## config.mk

```make
export PLATFORM = sky130hd
export DESIGN_NAME = tbb_div_unit
export DESIGN_NICKNAME = d
export VERILOG_FILES = /design/src/rtl/core/tbb_pkg.sv /design/src/rtl/core/tbb_div_unit.sv
export SDC_FILE = /design/constraint.sdc
export NUM_CORES = 1
export LEC_CHECK = 0
export BUFFER_PORTS_ARGS = -buffer_cell sky130_fd_sc_hd__clkbuf_2
export CAP_MARGIN = 20
export CORE_MARGIN = 2
export CORE_UTILIZATION = 45
export CTS_CLUSTER_DIAMETER = 200
export DETAILED_ROUTE_END_ITERATION = 7
export PLACE_DENSITY = 0.71
export SLEW_MARGIN = 20
export SYNTH_ARGS = -nofsm -noshare
export SYNTH_HDL_FRONTEND = slang
export SYNTH_SLANG_ARGS = --single-unit
```

## constraint.sdc

```tcl
create_clock -name clock -period 7.6 [get_ports clock]
set_clock_uncertainty 0.2 [all_clocks]
set_input_delay 0.38 -clock clock [delete_from_list [all_inputs] [get_ports clock]]
set_output_delay 0.38 -clock clock [all_outputs]
set_load 0.005 [all_outputs]
```

## src/rtl/core/tbb_pkg.sv

```systemverilog
// Shared types and constants for the three pass box blur tile.
// Holds the reciprocal table used by the window mean divider.
// No dependencies.
`default_nettype none
package tbb_pkg;
   typedef logic [15:0] sample_type;
   typedef logic [2:0]  radius_type;

   // Window sums of up to fifteen 16-bit samples fit in 20 bits
   localparam int SUM_W   = 20;
   localparam int RECIP_W = 25;
   localparam int FRAC_W  = 24;

   typedef logic [SUM_W-1:0] sum_type;

   // floor(2^24 / (2r+1)) for each radius
   function automatic logic [RECIP_W-1:0] recip(input radius_type r);
      logic [RECIP_W-1:0] m;
      case (r)
         3'd0:    m = 25'd16777216;
         3'd1:    m = 25'd5592405;
         3'd2:    m = 25'd3355443;
         3'd3:    m = 25'd2396745;
         3'd4:    m = 25'd1864135;
         3'd5:    m = 25'd1525201;
         3'd6:    m = 25'd1290555;
         3'd7:    m = 25'd1118481;
         default: m = 25'd16777216;
      endcase
      return m;
   endfunction
endpackage
`default_nettype wire

```

## src/rtl/core/tbb_div_unit.sv

```systemverilog
// Window mean unit: (sum + r) / (2r+1) by reciprocal multiply and one correction.
// Depends on tbb_pkg. Result is valid with done, after the rounding, multiply and quotient stages.
`default_nettype none
module tbb_div_unit (
   input  wire                  clock,
   input  wire                  reset,
   input  wire                  go,
   input  wire tbb_pkg::sum_type    sum,
   input  wire tbb_pkg::radius_type radius,
   output logic                 done,
   output tbb_pkg::sample_type  mean
);
   localparam int PROD_W = tbb_pkg::SUM_W + tbb_pkg::RECIP_W;

   logic [2:0]                  v_ff;
   tbb_pkg::sum_type            x1_ff, x2_ff, x3_ff;
   tbb_pkg::radius_type         r1_ff, r2_ff, r3_ff;
   logic [PROD_W-1:0]           prod_ff;
   tbb_pkg::sum_type            q_ff;
   logic [3:0]                  div;
   logic [tbb_pkg::SUM_W+3:0]   qd;
   tbb_pkg::sum_type            rem;
   tbb_pkg::sum_type            q_fix;

   // advance stage valids
   always_ff @(posedge clock) begin
      if (reset) begin
         v_ff <= '0;
      end else begin
         v_ff <= {v_ff[1:0], go};
      end
   end

   // stage 1 add rounding, stage 2 multiply, stage 3 take quotient estimate
   always_ff @(posedge clock) begin
      x1_ff   <= sum + tbb_pkg::SUM_W'(radius);
      r1_ff   <= radius;
      prod_ff <= x1_ff * tbb_pkg::recip(r1_ff);
      x2_ff   <= x1_ff;
      r2_ff   <= r1_ff;
      q_ff    <= prod_ff[tbb_pkg::FRAC_W +: tbb_pkg::SUM_W];
      x3_ff   <= x2_ff;
      r3_ff   <= r2_ff;
   end

   // correct an estimate that is one short
   always_comb begin
      div   = {r3_ff, 1'b1};
      qd    = q_ff * div;
      rem   = x3_ff - qd[tbb_pkg::SUM_W-1:0];
      q_fix = (rem >= tbb_pkg::SUM_W'(div)) ? q_ff + 1'b1 : q_ff;
   end

   assign done = v_ff[2];
   assign mean = q_fix[15:0];
endmodule
`default_nettype wire
```

After elaboration in Yosys (flattened, before gate mapping)
Memory sizes are Yosys's and may differ from the RTL's. A register that Yosys moved wholly into a read port is not among the register bits. Cells that the tools add are included.

Add/subtract/negate cells: 3. $mul: 2. Divide/modulo/power cells: 0. Magnitude comparators: 1. Equal/unequal tests: 0. Shift-type cells: 0. Multiplexer cells: 1. Bitwise operators: 0. Reductions and logical operators: 0.

Operator list (number): multiplier 20 x 25 -> 44 bit (1); adder 20 x 3 -> 20 bit (1); >= comparator 20 x 4 -> 1 bit (1); multiplier 20 x 4 -> 20 bit (1); subtractor 20 bit (1); adder 16 x 1 -> 16 bit (second input constant) (1); 2-to-1 mux 16 bit (1).

Register bits: 136. Bits in latches: 0. Bits in writable memories: 0. Memory bits (read-only): 184. Input bits: 26. Output and inout bits: 17. Logic and storage cells: 17. Memories: 1.

Memory list: (name not given) (depth 8, width 23, read ports 1, clocked after memory_dff 1, write ports 0, RTL line tbb_pkg.sv:19) `case (r)`.

Depth between registers and ports, before layout
Word-level depth: 4. Depth in mapped cells: 26. Depth with buffers taken out: 25.

Worst setup path before layout
Ideal clock, no wire load.

Path kind: reg-to-reg. Start point: reg with a tool-made name. End point: reg prod_ff[40]. Arrival: 6.467 ns. Path slack: 0.861 ns. Cell stages (with the launch flop): 26. Buffers on the path: 2. Clock period less this slack: 6.739 ns. Cells stage by stage: dfxtp_1 -> clkbuf_1 -> clkbuf_1 -> nand2_1 -> inv_1 -> fa_1 -> fa_1 -> inv_1 -> fa_1 -> inv_1 -> fa_1 -> fa_1 -> fa_1 -> inv_1 -> fa_1 -> inv_1 -> ha_1 -> a21o_1 -> and2_1 -> a21oi_1 -> nand3_1 -> o221ai_1 -> a211oi_1 -> or3_1 -> a31oi_1 -> xnor2_1.

RTL lines: end signal, assigned (RTL line tbb_div_unit.sv:38) `prod_ff <= x1_ff * tbb_pkg::recip(r1_ff);`; end, declared (RTL line tbb_div_unit.sv:18) `logic [PROD_W-1:0] prod_ff;`.

Worst setup path in the final report
Start point: reg x1_ff[3]. End point: reg prod_ff[43].

Word-level cells in the longest chain between the ends: 1.

Ends and longest elaborated chain: start, declared (RTL line tbb_div_unit.sv:16) `tbb_pkg::sum_type x1_ff, x2_ff, x3_ff;`; start signal, assigned (RTL line tbb_div_unit.sv:36) `x1_ff <= sum + tbb_pkg::SUM_W'(radius);`; multiplier 20 x 25 -> 44 bit (RTL line tbb_div_unit.sv:38).

Every way passes these cells. A chain may end at the register's enable or synchronous reset.

==> key figures <==
Layout
  – Final Util: 50.0%
  – Proportion of layout cells with a drive suffix above 1: 6.82%
  – Diodes inserted: 0
  – Area delta synth->final: 9.41%
  – Final net count: 2921

Clock tree
  – Depth of the CTS H-tree: 4
  – CTS tree: built
  – CTS clk-pin slew, worst paths: 0.06 ns
  – Clock Latency Late Sink: 0.46 ns
  – Root buffer cell: clkbuf_16
  – Post-CTS Setup Repair Bufs: 0
  – CTS sink cnt: 129
  – Inserted Clock Buffers: 17
  – CTS Buffer Depth: 2

Critical path
  – CP Cell Sequence: and2_1, fa_1, fa_1, inv_1, fa_1, inv_1, fa_1, fa_1, fa_1, inv_1, fa_1, inv_1, ha_1, a311o_1, a21oi_1, nand4b_1, a21oi_1, a211oi_1, buf_4, o31ai_1, buf_4, a2111o_1, a21oi_1, xnor2_1
  – CP Depth: 24
  – Crit path DAT: 7.45 ns
  – CP endpoint kind: register
  – Kind of critical path: reg -> reg
  – Cell mode on critical path: fa_1
  – Max incr delay on CP: 0.70 ns
  – CP max FO: 15
  – Delay-heaviest family, CP: adder cells
  – Worst Reg2Reg Path Length in Cells: 24
  – CP startpoint kind: register
  – CP Data Required Time: 7.78 ns
  – Crit path buf inv count: 6
  – Slowest cell on crit path: dfxtp_1

Route
  – DRC violations left: 0
  – DRT Pass-1 Iters: 5
  – Drt initial violations: 983
  – Routed Wire Length: 55.0 mm
  – Routed Antenna Nets: 0
  – Via count: 14700
  – DR vias/cell: 5.11
  – Routed WL per cell: 19.2 µm

Global routing
  – Number of global-route vias before repair: 16100
  – Total track usage: 24.3%
  – Global-route wire length before repair: 86.8 mm
  – Antenna violations before repair: 3
  – Largest net degree at the start of global routing: 21
  – Total global routing overflow: 0

Die
  – Core region area: 45500 µm²
  – Cell Rows: 78
  – Die Area: 47900 µm²
  – Ports: 43
  – Chip Height: 219 µm
  – Chip Width: 219 µm
  – Initial Util: 45.7%

Synthesis
  – Yosys top cell area share: 40.5%
  – Yosys reg bits: 129
  – Syn Inst Count: 2183
  – Syn avg cell area: 9.52 µm²
  – Area leader, netlist: fa_1
  – Yosys cell types: 70
  – Sequential-to-total area share from yosys stat: 12.4%
  – Mapped Area: 20800 µm²
  – Synth top area cells: fa_1, ha_1, dfxtp_1
  – Synth Net Count: 2844
  – FFs w/ async S/R, synth: 0%
  – Yosys warning total: 0
  – Main flop type after synthesis: dfxtp_1
  – Post-synth EDFFs: 0

Timing
  – Fin. max-slew vios: 0
  – Slew headroom: 33.3%
  – Period utilization: 95.6%
  – Worst hold slack: 0.116 ns
  – FMAX: 138 MHz
  – RSZ-0062 raised after global routing: no
  – Final setup vio count: 0
  – Post-Route Setup TNS: 0 ns
  – Final Hold Fails: 0
  – Tmin final: 7.26 ns
  – Least-Margin Pin Slew: 0.999 ns

Place
  – Final HPWL from detailed placement: 46.3 mm
  – PortBufs: 42
  – Gpl congestion: 1.00

Hold path
  – Hold Path Class: in -> reg
  – WHS Path Cells: 3

Flow run
  – Max-Cap Viols: 0

Run status
  – Outcome: complete, no violations
placed cells by master, fill, tap and decap left out, types with 8 or more instances in the layout:
cell and n:
nor3_1 12, clkbuf_16 17, clkbuf_2 42, a21o_1 21, dlygate4sd3_1 24, nor2b_1 8
o21ai_0 27, o21a_1 11, ha_1 215, and2_1 236, dfxtp_1 127, xor2_1 17
fa_1 420, nor2_1 49, inv_1 550, and3_1 10, a211oi_1 10, nand4_1 12
nand3_1 11, nand2_1 198, a21oi_1 33, o211ai_1 8, buf_4 56, xnor2_1 58
Yosys cell counts (8+ instances only):
| master | count |
|---|---|
| nand2_1 | 198 |
| o21a_1 | 11 |
| a21o_1 | 21 |
| a21oi_1 | 33 |
| nand4_1 | 12 |
| nor3_1 | 12 |
| xor2_1 | 17 |
| nor2_1 | 49 |
| and2_1 | 236 |
| xnor2_1 | 58 |
| a211oi_1 | 10 |
| ha_1 | 215 |
| fa_1 | 420 |
| o211ai_1 | 8 |
| and3_1 | 10 |
| clkbuf_1 | 59 |
| o21ai_0 | 27 |
| nor2b_1 | 8 |
| inv_1 | 550 |
| nand3_1 | 11 |
| dfxtp_1 | 129 |
cell families (layout without fill, tap and decap cells):
kind of cell | Yosys count | count (layout) | share of synthesized area, %
AND/OR/NAND/NOR | 578 | 578 | 14.6
flip-flops | 129 | 129 | 12.4
XOR/XNOR | 75 | 75 | 3.16
multiplexers | 4 | 4 | 0.223
adder cells (fa/ha/maj) | 635 | 635 | 53.4
buffers and inverters | 615 | 705 | 11.3
AO/OA/AOI/OAI | 147 | 147 | 4.84
timing repair:
action                     CTS  global route
gates resized for setup      0             2
hold endpoints to repair    25             0
setup endpoints to repair    0             2
hold buffers                24             0
per-layer routing:
layer / track usage, % / part of all wire, % / routed length (µm)
met4: 8.83 / 3.7 / 2040
met1: 30.5 / 41 / 22400
met5: 0 / 0.024 / 13
met3: 6.56 / 8.4 / 4620
met2: 40.1 / 47 / 25900
through the flow:
| step | area, µm² | instances | setup WS (ns) |
|---|---|---|---|
| 3_5_place_dp | 21900 | 2817 | 0.283 |
| 5_1_grt | 22700 | 2873 | 0.00782 |
| 3_3_place_gp | 21900 | 2817 | 0.369 |
| 2_1_floorplan | 20800 | 2183 | 0.861 |
| 6_report | 22700 | 2873 | 0.337 |
| 4_1_cts | 22700 | 2873 | 0.269 |
cell type report:
class / instances / area (µm²)
clock inverter: 15 / 165
multi-input combinational: 1439 / 15800
tap: 600 / 751
fill: 4242 / 22700
timing repair buffer: 123 / 891
inverter: 550 / 2060
clock buffer: 17 / 425
sequential: 129 / 2580
worst reg2reg max path, delay by kind of cell (launching register included):
kind	cells	cell delay, ns
buf+inv	6	0.52
xor+xnor	1	0.13
fa+ha+maj	8	3.78
compound gates	7	1.44
simple gates	2	0.45
flops	1	0.70
worst paths after layout:
path	slack, ns	from	to
worst min-delay path	0.12	sum[2]	x1_ff[2]$_DFF_P_
worst min register to register	0.13	x2_ff[8]$_DFF_P_	x3_ff[8]$_DFF_P_
worst max-delay path	0.34	x1_ff[3]$_DFF_P_	prod_ff[43]$_DFF_P_
worst max register to register	0.34	x1_ff[3]$_DFF_P_	prod_ff[43]$_DFF_P_
Power is left out: the tool's default activity adds up to more than one toggle a clock period on the data nets, which glitch-free logic cannot reach.
